File: src/sv/lowest_free_label_allocator_assert.svh
// Assertion macros for the lowest free label allocator.
`ifndef LOWEST_FREE_LABEL_ALLOCATOR_ASSERT_SVH
`define LOWEST_FREE_LABEL_ALLOCATOR_ASSERT_SVH

// Same-cycle implication, disabled during reset.
`define LFLA_ASSERT_NOW(name, clk, rst, cond, conseq, msg) \
   name: assert property (@(posedge clk) disable iff (rst) (cond) |-> (conseq)) \
      else $error(msg);

// Next-cycle implication, disabled during reset.
`define LFLA_ASSERT_NEXT(name, clk, rst, cond, conseq, msg) \
   name: assert property (@(posedge clk) disable iff (rst) (cond) |=> (conseq)) \
      else $error(msg);

`endif

File: src/sv/lfla_pkg.sv
// Shared types, constants and codes of the lowest free label allocator.
package lfla_pkg;

   localparam int LABEL_COUNT = 4096;
   localparam int WORD_BITS   = 64;
   localparam int LABEL_W     = 12;
   localparam int LABEL_FLOOR = 'h10;
   localparam int NWORDS      = (LABEL_COUNT + WORD_BITS - 1) / WORD_BITS;
   localparam int BIT_W       = $clog2(WORD_BITS);
   localparam int ADDR_W      = $clog2(NWORDS);

   localparam logic [1:0] OP_ALLOC = 2'd0;
   localparam logic [1:0] OP_FREE  = 2'd1;
   localparam logic [1:0] OP_CLEAR = 2'd2;

   localparam logic [1:0] STATUS_OK        = 2'd0;
   localparam logic [1:0] STATUS_EXHAUSTED = 2'd1;
   localparam logic [1:0] STATUS_NOT_USED  = 2'd2;

   localparam logic CSR_MIN_LABEL = 1'b0;
   localparam logic CSR_MAX_LABEL = 1'b1;

   typedef struct packed {
      logic [1:0]         op;
      logic [LABEL_W-1:0] label_in;
   } req_type;

   typedef struct packed {
      logic [LABEL_W-1:0] label_out;
      logic [1:0]         status;
   } rsp_type;

   typedef struct packed {
      logic       load_req;
      logic       rd_en;
      logic       next_word;
      logic       wr_en;
      logic       clear_all;
      logic       load_rsp;
      logic [1:0] status;
   } cmd_type;

   typedef struct packed {
      logic [1:0] op;
      logic       cand_ok;
      logic       free_ok;
      logic       hit;
      logic       last_word;
   } sts_type;

endpackage

File: src/sv/lfla_ctrl.sv
// Controller: sequences accept, word search, read-modify-write and result hand-off.
`include "lowest_free_label_allocator_assert.svh"
module lfla_ctrl
   import lfla_pkg::*;
(
   input  logic    clock,
   input  logic    reset,
   input  logic    req_valid,
   output logic    req_stall,
   output logic    rsp_valid,
   input  logic    rsp_stall,
   input  sts_type sts,
   output cmd_type cmd
);

   localparam logic [1:0] S_IDLE   = 2'd0;
   localparam logic [1:0] S_LOOK   = 2'd1;
   localparam logic [1:0] S_CHECK  = 2'd2;
   localparam logic [1:0] S_FINISH = 2'd3;

   logic [1:0] state_ff, state_in;
   logic [1:0] status_ff, status_in;
   logic       rsp_valid_ff, rsp_valid_in;

   always_comb begin
      state_in  = state_ff;
      status_in = status_ff;
      cmd       = '0;
      cmd.status = status_ff;
      case (state_ff)
         S_IDLE: begin
            if (req_valid) begin
               cmd.load_req = 1'b1;
               state_in     = S_LOOK;
            end
         end
         S_LOOK: begin
            case (sts.op)
               OP_ALLOC: begin
                  if (sts.cand_ok) begin
                     cmd.rd_en = 1'b1;
                     state_in  = S_CHECK;
                  end else begin
                     status_in = STATUS_EXHAUSTED;
                     state_in  = S_FINISH;
                  end
               end
               OP_FREE: begin
                  if (sts.free_ok) begin
                     cmd.rd_en = 1'b1;
                     state_in  = S_CHECK;
                  end else begin
                     status_in = STATUS_NOT_USED;
                     state_in  = S_FINISH;
                  end
               end
               OP_CLEAR: begin
                  cmd.clear_all = 1'b1;
                  status_in     = STATUS_OK;
                  state_in      = S_FINISH;
               end
               default: begin
                  status_in = STATUS_OK;
                  state_in  = S_FINISH;
               end
            endcase
         end
         S_CHECK: begin
            if (sts.hit) begin
               cmd.wr_en = 1'b1;
               status_in = STATUS_OK;
               state_in  = S_FINISH;
            end else if (sts.op == OP_FREE) begin
               status_in = STATUS_NOT_USED;
               state_in  = S_FINISH;
            end else if (sts.last_word) begin
               status_in = STATUS_EXHAUSTED;
               state_in  = S_FINISH;
            end else begin
               cmd.next_word = 1'b1;
               state_in      = S_LOOK;
            end
         end
         S_FINISH: begin
            if (!rsp_valid_ff || !rsp_stall) begin
               cmd.load_rsp = 1'b1;
               state_in     = S_IDLE;
            end
         end
         default: begin
            state_in = S_IDLE;
         end
      endcase
   end

   always_comb begin
      rsp_valid_in = rsp_valid_ff;
      if (cmd.load_rsp) begin
         rsp_valid_in = 1'b1;
      end else if (!rsp_stall) begin
         rsp_valid_in = 1'b0;
      end
   end

   always_ff @(posedge clock) begin
      if (reset) begin
         state_ff     <= S_IDLE;
         status_ff    <= STATUS_OK;
         rsp_valid_ff <= 1'b0;
      end else begin
         state_ff     <= state_in;
         status_ff    <= status_in;
         rsp_valid_ff <= rsp_valid_in;
      end
   end

   assign req_stall = state_ff != S_IDLE;
   assign rsp_valid = rsp_valid_ff;

   `LFLA_ASSERT_NEXT(a_accept_to_look, clock, reset, req_valid && !req_stall,
                     state_ff == S_LOOK, "accepted item did not start a search")
   `LFLA_ASSERT_NOW(a_write_on_hit, clock, reset, cmd.wr_en,
                    sts.hit && state_ff == S_CHECK, "bitmap write without a hit")
   `LFLA_ASSERT_NEXT(a_rsp_loaded, clock, reset, cmd.load_rsp,
                     rsp_valid_ff && state_ff == S_IDLE, "result not presented")

endmodule

File: config.mk
export PLATFORM = sky130hd
export DESIGN_NAME = lfla_ctrl
export DESIGN_NICKNAME = d
export VERILOG_FILES = /design/src/sv/lfla_pkg.sv /design/src/sv/lfla_ctrl.sv
export VERILOG_INCLUDE_DIRS = /design/src /design/src/sv
export SDC_FILE = /design/constraint.sdc
export NUM_CORES = 1
export LEC_CHECK = 0
export BUFFER_PORTS_ARGS = -buffer_cell sky130_fd_sc_hd__buf_4
export CORE_AREA = 3 3 40 42
export CTS_CLUSTER_SIZE = 12
export DETAILED_ROUTE_END_ITERATION = 6
export DIE_AREA = 0 0 43 45
export PLACE_DENSITY = 0.61
export SLEW_MARGIN = 20
export SYNTH_ARGS = -nofsm -noshare
export SYNTH_HDL_FRONTEND = slang
export SYNTH_SLANG_ARGS = --single-unit
File: constraint.sdc
create_clock -name clock -period 1.6 [get_ports clock]
set_clock_uncertainty 0.2 [all_clocks]
set_input_delay 0.16 -clock clock [delete_from_list [all_inputs] [get_ports clock]]
set_output_delay 0.16 -clock clock [all_outputs]
set_load 0.01 [all_outputs]
Word level (Yosys, flattened, before mapping):

Cells that the tools add are included.

* register bits after elaboration: 5
* input port bits: 10
* logic and storage cells: 56

* equality and inequality tests: 11
* muxes and demuxes: 33
* reductions and logical operators: 9

Operators with widths (number)
* 2-bit two-way mux: 11
* 1-bit two-way mux: 17
* 2-bit one-hot mux with 2 select lines: 3
* 2-bit one-hot mux with 4 select lines: 1
* 2-bit == test, second input constant: 3
* 3-bit inequality test, second input constant: 2
* 2-bit by 1-bit == test with 1-bit output, second input constant: 2
* 2-bit zero test: 2
* 2-bit inequality test, second input constant: 2
* 4-bit inequality test, second input constant: 1
* 4-bit AND reduction: 1
* 2-bit nonzero test: 2
* 1-bit zero test: 2
* 2-bit by 1-bit inequality test with 1-bit output, second input constant: 1
* 1-bit one-hot mux with 2 select lines: 1
* 2-bit AND reduction: 1
* 1-bit logical OR: 1

Depth between registers and ports, before layout:

Gate-level depths: netlist of the first run.

* depth after elaboration: 5
* mapped depth: 6

Worst setup path before layout of the first run:

OpenSTA, ideal clock, no wires.

* kind: register -> register
* from: register state_ff[0]
* to: register status_ff[1]
* arrival time: 1327 ps
* data required time: 1313 ps
* slack: -14 ps
* stages on the path, launching flop included: 7
* buffers on the path: 0
* period minus slack after synthesis: 1614 ps
* cell sequence: dfxtp_1 inv_1 ha_1 inv_1 o32a_1 a211o_1 o31ai_1

* longest elaborated chain between the ends: 3

RTL lines
* start: declaration: line lfla_ctrl.sv:21 `logic [1:0] state_ff, state_in;`
* start signal: assignment: line lfla_ctrl.sv:111 `state_ff <= state_in;`
* 2-bit == test / 2-bit by 1-bit == test with 1-bit output (equally long branches): line lfla_ctrl.sv:30 `case (state_ff)`
* 4-bit inequality test (no line), or another cell as far along
* 4-bit AND reduction (no line)
* end signal: assignment: line lfla_ctrl.sv:112 `status_ff <= status_in;`
* end: declaration: line lfla_ctrl.sv:22 `logic [1:0] status_ff, status_in;`

Parallel ways exist; a longest one is shown, timed or not.
A chain may end at the register's enable or synchronous reset.

==> metrics.md, run 1 <==
| Metric | Value |
|---|---|
| Status | `complete, no violations` |
| Drt total wl | `961 µm` |
| Iter 0 DRT Violations | `3` |
| Ports | `20` |
| Hold Path Origin | `sts[5]` |
| RSZ-0062 raised after global routing | `true` |
| Setup TNS | `0 ps` |
| Area grow syn2layout | `68.6%` |
| Die height | `between 40 and 50 µm` |
| CP required | `between 1000 and 1500 ps` |
| Gpl congestion | `0.735` |
| Clk slew on worst S/H paths | `around 40 ps` |
| Horiz. Die Dim | `approximately 43 µm` |
| Seq/Total Area, Yosys | `about 25%` |
| Rows | `13` |
| Final net count | `90` |
| Hold Crit Endpoint | `status_ff[1]$_SDFFE_PP0P_` |
| Critical R2R Capture | `status_ff[1]$_SDFFE_PP0P_` |
| CTS Buf Count | `3` |
| Post-DRT Antenna Nets | `0` |
| Crit. End Element | `primary output` |
| Static Leak | `0.301 nW` |
| Vias per cell | `4.80` |
| Core ar. | `around 1300 µm²` |
| CP Launch Point | `state_ff[0]$_SDFFE_PP0P_` |
| Worst setup path class | `flop to primary output` |
| Tot GR Track Use | `about 10%` |
| Period utilization | `98.3%` |
| Hold WC Path Type | `input port to flop` |
| Hold Path Cell Cnt | `4` |
| First-pass GRT wire length | `around 1.5 mm` |
| Total grt overflow | `0` |
| TritonCTS Sinks | `5` |
| FF-to-FF Start | `state_ff[0]$_SDFFE_PP0P_` |
| Yosys warning count | `0` |
| Peak fanout along the critical path | `3` |
| Mapped Area | `roughly 390 µm²` |
| Min cycle time layout | `between 1500 and 2000 ps` |
| H-tree levels | `1` |
| Clk buf depth | `2` |
| Critical path arrival | `~1200 ps` |
| Slew Viols, Final | `0` |
| DRC | `0` |
| R2R depth | `6` |
| Slew @ Worst Pin | `roughly 250 ps` |
| R2R Setup Slk | `roughly 50 ps` |
| Max Fclk | `around 640 MHz` |
| Mean Syn Cell Area | `8.57 µm²` |
| Worst skew pair latency | `240 ps` |
| Largest net degree at the start of global routing | `8` |
| Syn Inst Count | `between 40 and 50` |
| Vias in the first global route | `approximately 370` |
| Finish-stage setup viols | `0` |
| Layout Cells excl Fill | `a little under 90` |
| DP HPWL | `roughly 740 µm` |
| Layout cells sized above 1 | `a little over half` |
| Antenna Cells | `0` |
| Relative slew margins | `between 80 and 90%` |
| DR WL/cell | `~11 µm` |
| Detailed Routing Iterations Pass 1 | `2` |
| Pwr dens | `about 1300 nW/µm²` |
| Final Hold Vio Count | `0` |
| Yosys cell types | `26` |
| Clock root buffer | `clkbuf_4` |
| Net Count, Synth | `61` |
| Max Cap Viol | `0` |
| Peak supply drop | `about 0.67 mV` |
| Placed Instances | `just over 80` |
| Die area | `roughly 1900 µm²` |
| CTS tree | `done` |
| Initial Util | `30.7%` |
| PortBufs | `19` |
| Yosys reg bits | `5` |
| Initial antenna violation count | `0` |
| Startpoint types | `flop` |
| Detailed-route via count | `427` |
-- area by class of cell --
type | instances | area (µm²)
clock buffers | 4 | 26.3
fillers | 136 | 621
inverters | 5 | 18.8
flip-flops and latches | 5 | 105
well taps | 15 | 18.8
multi-input cells | 35 | 303
repair buffers | 25 | 193
-- worst max path at each step --
stage	to	slack (ps)
after floorplan	status_ff[1]$_SDFFE_PP0P_	20
after global placement	status_ff[1]$_SDFFE_PP0P_	40
after detailed placement	status_ff[1]$_SDFFE_PP0P_	4
after CTS	state_ff[0]$_SDFFE_PP0P_	2
after global routing	cmd[7]	-10
final	cmd[7]	30
-- registers in the layout (all words and copies together), names as in the netlist --
name       cells
state_ff       2
status_ff      2
rsp_valid      1
-- Yosys cell counts --
cell,n,area [µm²]
dfxtp_1,5,100
ha_1,5,62.6
inv_1,5,18.8
nand2b_1,4,25.0
nor2_1,3,11.3
mux2i_1,2,20.0
nand3_1,2,10.0
o21ai_0,2,10.0
a2111o_1,1,11.3
a211o_1,1,8.76
a211oi_1,1,7.51
a21boi_0,1,7.51
a21oi_1,1,5.00
a221oi_1,1,8.76
and2_1,1,6.26
and2_2,1,7.51
and3b_1,1,8.76
and4_1,1,8.76
buf_4,1,7.51
nand2_1,1,3.75
nor2b_2,1,8.76
nor3_1,1,5.00
o211ai_1,1,7.51
o31ai_1,1,7.51
o32a_1,1,10.0
or2_1,1,6.26
-- where the power goes --
| group | switching [W] | total, W | internal, W |
|---|---|---|---|
| logic | 0.000256 | 0.000536 | 0.000279 |
| registers | 0.0000314 | 0.000205 | 0.000173 |
| clock network | 0.0000474 | 0.000141 | 0.0000940 |
-- metal layers --
metal | global-route usage, % | part of all wire [%]
met1 | 12.7 | 39
met4 | 1.81 | 0
met5 | 0 | 0
met2 | 18.0 | 53
met3 | 3.59 | 7.9
-- kinds of logic after synthesis --
family | after synthesis | synth area share [%]
compound gates | 11 | 21.3
mux | 2 | 5.08
buf+inv | 6 | 6.67
flops | 5 | 25.4
fa+ha+maj | 5 | 15.9
simple gates | 17 | 25.7
-- through the flow --
step	power [W]	hold slack [ps]	utilization, %	cell area (µm²)	setup slack [ps]
2_1_floorplan	0.000472	32.4	-	394	18.5
3_3_place_gp	0.000692	195	45.0	578	37.7
3_5_place_dp	0.000694	201	45.0	578	3.93
4_1_cts	0.000874	64.2	50.3	647	1.76
5_1_grt	0.000962	80.2	51.7	664	-12.4
6_report	0.000882	61.3	51.7	664	26.7
-- worst max-delay path, stage by stage (launching register included) --
cell,delay [ps]
dfxtp_2,320
inv_2,50
buf_4,130
ha_2,190
and2_1,150
buf_4,130
-- layout by cell type (no fill, tap or decap), drive strengths merged, types with 2 or more instances in the layout --
| master | instances |
|---|---|
| inv | 5 |
| clkbuf | 4 |
| nand2b | 4 |
| dlygate4sd3 | 2 |
| nor2 | 3 |
| and2 | 2 |
| nand3 | 2 |
| buf | 23 |
| o21ai | 2 |
| dfxtp | 5 |
| ha | 5 |
| mux2i | 2 |
-- timing repair --
action                                 in CTS  in global routing
resized for setup                           7                  6
cloned                                      0                  0
setup endpoints to repair                   5                  7
buffers inserted                            0                  0
endpoints found under the hold margin       4                  0
hold buffers                                2                  0
pin swaps                                   1                  1
Note: power is estimated with default switching activity, not from simulation.
==> inputs of run 2 (changes only) <==
--- a/config.mk
+++ b/config.mk
@@ -11,7 +11,6 @@
 export CTS_CLUSTER_SIZE = 12
 export DETAILED_ROUTE_END_ITERATION = 6
 export DIE_AREA = 0 0 43 45
-export PLACE_DENSITY = 0.61
 export SLEW_MARGIN = 20
 export SYNTH_ARGS = -nofsm -noshare
 export SYNTH_HDL_FRONTEND = slang
==> metrics.md, run 2 (synthesis results as in run 1) <==
| Metric | Value |
|---|---|
| Status | `complete, no violations (unchanged)` |
| Post-DRT Antenna Nets | `0 (unchanged)` |
| Detailed-route via count | `430 (was 427)` |
| Die height | `45 µm (unchanged)` |
| GR Util met2 | `18.3% (was 18.0%)` |
| RSZ-0062 raised after global routing | `true (unchanged)` |
| Logic pwr share | `59.9% (was 60.7%)` |
| Pint | `0.000542 W (was 0.000547 W)` |
| Clk buf depth | `2 (unchanged)` |
| GRT Max-Usage Layer | `met2 (unchanged)` |
| Pwr dens | `1340 nW/µm² (was 1330 nW/µm²)` |
| Total grt overflow | `0 (unchanged)` |
| CP required | `1240 ps (about the same)` |
| Core ar. | `1280 µm² (unchanged)` |
| Final WS setup | `34.6 ps (was 26.7 ps)` |
| Worst slack at placement | `-22.9 ps (was 3.93 ps)` |
| Period utilization | `97.8% (was 98.3%)` |
| Layout cells sized above 1 | `52.1% (was 52.7%)` |
| Final Core Density | `51.0% (was 51.7%)` |
| Met1 Track Usage GR | `12.3% (was 12.7%)` |
| DRC | `0 (unchanged)` |
| Hold Slack | `64.1 ps (was 61.3 ps)` |
| Crit. End Element | `primary output (unchanged)` |
| CTS tree | `done (unchanged)` |
| Largest net degree at the start of global routing | `8 (unchanged)` |
| Antenna Cells | `0 (unchanged)` |
| Horiz. Die Dim | `43 µm (unchanged)` |
| Gpl congestion | `0.739 (was 0.735)` |
| Sw frac | `38.4% (was 38.0%)` |
| Grt met3 use | `1.20% (was 3.59%)` |
| Fillcell total | `130 (was 136)` |
| DP HPWL | `732 µm (was 739 µm)` |
| Critical path arrival | `1210 ps (about the same)` |
| Clk pwr share | `16.3% (was 16.0%)` |
| Iter 0 DRT Violations | `2 (was 3)` |
| Tot GR Track Use | `10.3% (was 10.4%)` |
| Hold WC Path Type | `input port to flop (unchanged)` |
| Relative slew margins | `84.3% (was 82.6%)` |
| Clk slew on worst S/H paths | `40 ps (about the same)` |
| Max Cap Viol | `0 (unchanged)` |
| CTS Buf Count | `3 (unchanged)` |
| Initial antenna violation count | `0 (unchanged)` |
| Max Fclk | `639 MHz (was 636 MHz)` |
| Rows | `13 (unchanged)` |
| Sequential Power Share | `23.8% (was 23.2%)` |
| Drt total wl | `920 µm (was 961 µm)` |
| Die area | `1940 µm² (unchanged)` |
| DR WL/cell | `10.5 µm (was 10.8 µm)` |
| Static Leak | `0.299 nW (was 0.301 nW)` |
| Clock root buffer | `clkbuf_4 (unchanged)` |
| Final net count | `89 (was 90)` |
| Final Hold Vio Count | `0 (unchanged)` |
| Vias in the first global route | `403 (was 367)` |
| Min cycle time layout | `1570 ps (about the same)` |
| Detailed Routing Iterations Pass 1 | `4 (was 2)` |
| Vias per cell | `4.89 (was 4.80)` |
| Most common cell after layout, fill and taps aside | `buf_4 (unchanged)` |
| Startpoint types | `flop (unchanged)` |
| Net Sw Power | `0.000337 W (was 0.000335 W)` |
| Peak supply drop | `0.583 mV (was 0.666 mV)` |
| H-tree levels | `1 (unchanged)` |
| Commonest non-fill, non-tap cells in the layout | `22 x buf_4, 4 x nand2b_1 (was 23 x buf_4, 4 x nand2b_1)` |
| Slew Viols, Final | `0 (unchanged)` |
| Area grow syn2layout | `66.3% (was 68.6%)` |
| Worst skew pair latency | `230 ps (was 240 ps)` |
| Ports | `20 (unchanged)` |
| Finish-stage setup viols | `0 (unchanged)` |
| First-pass GRT wire length | `1.55 mm (was 1.50 mm)` |
| Initial Util | `30.7% (unchanged)` |
| TritonCTS Sinks | `5 (unchanged)` |
| Slew @ Worst Pin | `229 ps (was 253 ps)` |
| PortBufs | `19 (unchanged)` |
| Worst setup path class | `flop to primary output (unchanged)` |
| Peak fanout along the critical path | `3 (unchanged)` |
-- run 2: worst paths after layout --
kind / from / endpoint / slack [ps] / depth (start not counted)
setup / recovery: state_ff[0]$_SDFFE_PP0P_ / cmd[7] / 30 / 5
setup reg to reg: state_ff[1]$_SDFFE_PP0P_ / status_ff[1]$_SDFFE_PP0P_ / 80 / 6
hold / removal: sts[5] / status_ff[1]$_SDFFE_PP0P_ / 60 / 4
hold reg to reg: status_ff[0]$_SDFFE_PP0P_ / status_ff[0]$_SDFFE_PP0P_ / 290 / 2
-- run 2: per-layer routing --
| metal | part of all wire, % | wire length [µm] |
|---|---|---|
| met5 | 0 | 0 |
| met4 | 1.3 | 12 |
| met3 | 6.5 | 60 |
| met2 | 50 | 458 |
| met1 | 42 | 388 |
-- run 2: power by group through the flow --
stage	logic, W	registers [W]	clock network (W)
3_3_place_gp	0.000487	0.000195	0
2_1_floorplan	0.000266	0.000206	0
4_1_cts	0.000515	0.000203	0.000149
5_1_grt	0.000598	0.000211	0.000156
3_5_place_dp	0.000486	0.000195	0
6_report	0.000527	0.000209	0.000143
-- run 2: final cells by class --
cell class              instances  area, µm²  share of cell area (%)
multi-input cells              35        302                    46.0
repair buffers                 24        185                    28.2
flip-flops and latches          5        105                    16.0
clock buffers                   4       26.3                    4.01
inverters                       5       18.8                    2.86
well taps                      15       18.8                    2.86
-- run 2: critical path: stages (launching register included) --
cell,delay [ps]
dfxtp_2,320
inv_2,50
buf_4,140
ha_2,180
and2_1,150
buf_4,130
-- run 2: what timing repair did --
action	in CTS	in global routing
buffers inserted	0	0
hold buffers	2	0
hold endpoints to repair	4	0
endpoints found under the setup margin	5	7
pin swaps	1	1
gates resized for setup	6	7
-- run 2: per-stage QoR --
stage                     total power [W]  instance area, µm²  setup TNS, ps  std cells
after floorplan                  0.000472                 394              0         46
after global placement           0.000682                 571              0         82
after detailed placement         0.000680                 571          -22.9         82
after CTS                        0.000866                 639              0         88
after global routing             0.000965                 656          -10.2         88
final                            0.000879                 656              0         88
==> inputs of run 3 (changes only) <==
--- a/config.mk
+++ b/config.mk
@@ -11,6 +11,7 @@
 export CTS_CLUSTER_SIZE = 12
 export DETAILED_ROUTE_END_ITERATION = 6
 export DIE_AREA = 0 0 43 45
+export SETUP_SLACK_MARGIN = 0.05
 export SLEW_MARGIN = 20
 export SYNTH_ARGS = -nofsm -noshare
 export SYNTH_HDL_FRONTEND = slang
==> metrics.md, run 3 (synthesis results as in run 1) <==
| Metric | Value |
|---|---|
| DR WL/cell | `11.0 µm (was 10.5 µm)` |
| Final Hold Vio Count | `0 (unchanged)` |
| Horiz. Die Dim | `43 µm (unchanged)` |
| Total grt overflow | `0 (unchanged)` |
| Detailed-route via count | `427 (was 430)` |
| Slew Viols, Final | `0 (unchanged)` |
| H-tree levels | `1 (unchanged)` |
| DRC | `0 (unchanged)` |
| Largest net degree at the start of global routing | `8 (unchanged)` |
| Core ar. | `1280 µm² (unchanged)` |
| Peak supply drop | `0.508 mV (was 0.583 mV)` |
| Hold Path Origin | `sts[5] (unchanged)` |
| Startpoint types | `flop (unchanged)` |
| Most common cell after layout, fill and taps aside | `buf_4 (unchanged)` |
| RSZ-0062 raised after global routing | `true (unchanged)` |
| Clk buf depth | `2 (unchanged)` |
| Initial antenna violation count | `0 (unchanged)` |
| Die height | `45 µm (unchanged)` |
| Iter 0 DRT Violations | `4 (was 2)` |
| CTS Buf Count | `3 (unchanged)` |
| Pwr dens | `1340 nW/µm² (about the same)` |
| Min cycle time layout | `1560 ps (was 1570 ps)` |
| DP HPWL | `722 µm (was 732 µm)` |
| Status | `complete, no violations (unchanged)` |
| Antenna Cells | `0 (unchanged)` |
| Total power | `0.000858 W (was 0.000879 W)` |
| CP Launch Point | `state_ff[0]$_SDFFE_PP0P_ (unchanged)` |
| Drt total wl | `946 µm (was 920 µm)` |
| Ports | `20 (unchanged)` |
| Clk slew on worst S/H paths | `50 ps (was 40 ps)` |
| Relative slew margins | `83.7% (was 84.3%)` |
| Worst setup path class | `flop to flop (was flop to primary output)` |
| Vias per cell | `4.97 (was 4.89)` |
| Die area | `1940 µm² (unchanged)` |
| R2R depth | `6 (unchanged)` |
| Vias in the first global route | `367 (was 403)` |
| Post-DRT Antenna Nets | `0 (unchanged)` |
| Rows | `13 (unchanged)` |
| Final net count | `87 (was 89)` |
| R2R Setup Slk | `40 ps (was 80 ps)` |
| Static Leak | `0.290 nW (was 0.299 nW)` |
| Final Core Density | `49.7% (was 51.0%)` |
| Worst skew pair latency | `250 ps (was 230 ps)` |
| Hold WC Path Type | `input port to flop (unchanged)` |
| Clock root buffer | `clkbuf_4 (unchanged)` |
| First-pass GRT wire length | `1.48 mm (was 1.55 mm)` |
| Max Fclk | `642 MHz (was 639 MHz)` |
| Worst Setup EP | `status_ff[1]$_SDFFE_PP0P_ (was cmd[7])` |
| Crit. End Element | `flop (was primary output)` |
| Slew @ Worst Pin | `237 ps (was 229 ps)` |
| Peak fanout along the critical path | `4 (was 3)` |
| TritonCTS Sinks | `5 (unchanged)` |
| Critical path arrival | `1520 ps (was 1210 ps)` |
| Gpl congestion | `0.639 (was 0.739)` |
| Commonest non-fill, non-tap cells in the layout | `20 x buf_4, 4 x nand2b_1 (was 22 x buf_4, 4 x nand2b_1)` |
| Critical R2R Capture | `status_ff[1]$_SDFFE_PP0P_ (unchanged)` |
| Hold Slack | `53.3 ps (was 64.1 ps)` |
| CTS tree | `done (unchanged)` |
| Tot GR Track Use | `10.8% (was 10.3%)` |
| Finish-stage setup viols | `0 (unchanged)` |
| Detailed Routing Iterations Pass 1 | `2 (was 4)` |
| Initial Util | `30.7% (unchanged)` |
| Area grow syn2layout | `61.9% (was 66.3%)` |
| Period utilization | `97.4% (was 97.8%)` |
| CP required | `1560 ps (was 1240 ps)` |
| FF-to-FF Start | `state_ff[0]$_SDFFE_PP0P_ (was state_ff[1]$_SDFFE_PP0P_)` |
| PortBufs | `19 (unchanged)` |
| Max Cap Viol | `0 (unchanged)` |
| Layout cells sized above 1 | `47.9% (was 52.1%)` |
## run 3: worst min-delay path by stage
stage | to | slack [ps] | depth (start not counted)
after floorplan | state_ff[0]$_SDFFE_PP0P_ | 30 | 1
after global placement | rsp_valid$_SDFFE_PP0P_ | 190 | 2
after detailed placement | rsp_valid$_SDFFE_PP0P_ | 190 | 2
after CTS | status_ff[1]$_SDFFE_PP0P_ | 40 | 4
after global routing | status_ff[1]$_SDFFE_PP0P_ | 80 | 4
final | status_ff[1]$_SDFFE_PP0P_ | 50 | 4
## run 3: worst max-delay path, cell delays in order, from the launching register on
cell and delay (ps):
dfxtp_4 360, inv_4 70, ha_4 140, inv_4 40, o32a_1 350, a211o_1 260
o31ai_1 60
## run 3: timing repair
item                       in CTS  in global routing
resized for setup               7                  4
pin swaps                       1                  3
setup buffers                   1                  0
hold endpoints to repair        4                  0
hold buffers                    2                  0
setup endpoints to repair      11                  9
## run 3: layout make-up
class / count / area (µm²)
inverters: 5 / 23.8
flip-flops and latches: 5 / 108
well taps: 15 / 18.8
clock buffers: 4 / 26.3
fillers: 130 / 647
repair buffers: 22 / 170
multi-input cells: 35 / 292
## run 3: per-stage QoR
stage                     setup TNS (ps)  instances  area [µm²]  setup slack [ps]
after floorplan                        0         46         408               107
after global placement             -60.5         79         562             -38.6
after detailed placement           -28.7         79         562             -28.2
after CTS                              0         86         632              38.4
after global routing               -32.2         86         638             -16.0
final                                  0         86         638              41.4
## run 3: report_power, final
part / internal (W) / switching (W)
Clock: 0.0000945 / 0.0000547
Sequential: 0.000179 / 0.0000503
Combinational: 0.000247 / 0.000232
Total: 0.000520 / 0.000337
## run 3: per-layer routing
layer  part of all wire [%]  wire [µm]  global-route usage [%]
met1                     43        404                    11.6
met2                     48        450                    17.4
met3                    9.6         91                    7.17
met4                      0          0                    3.61
met5                      0          0                       0
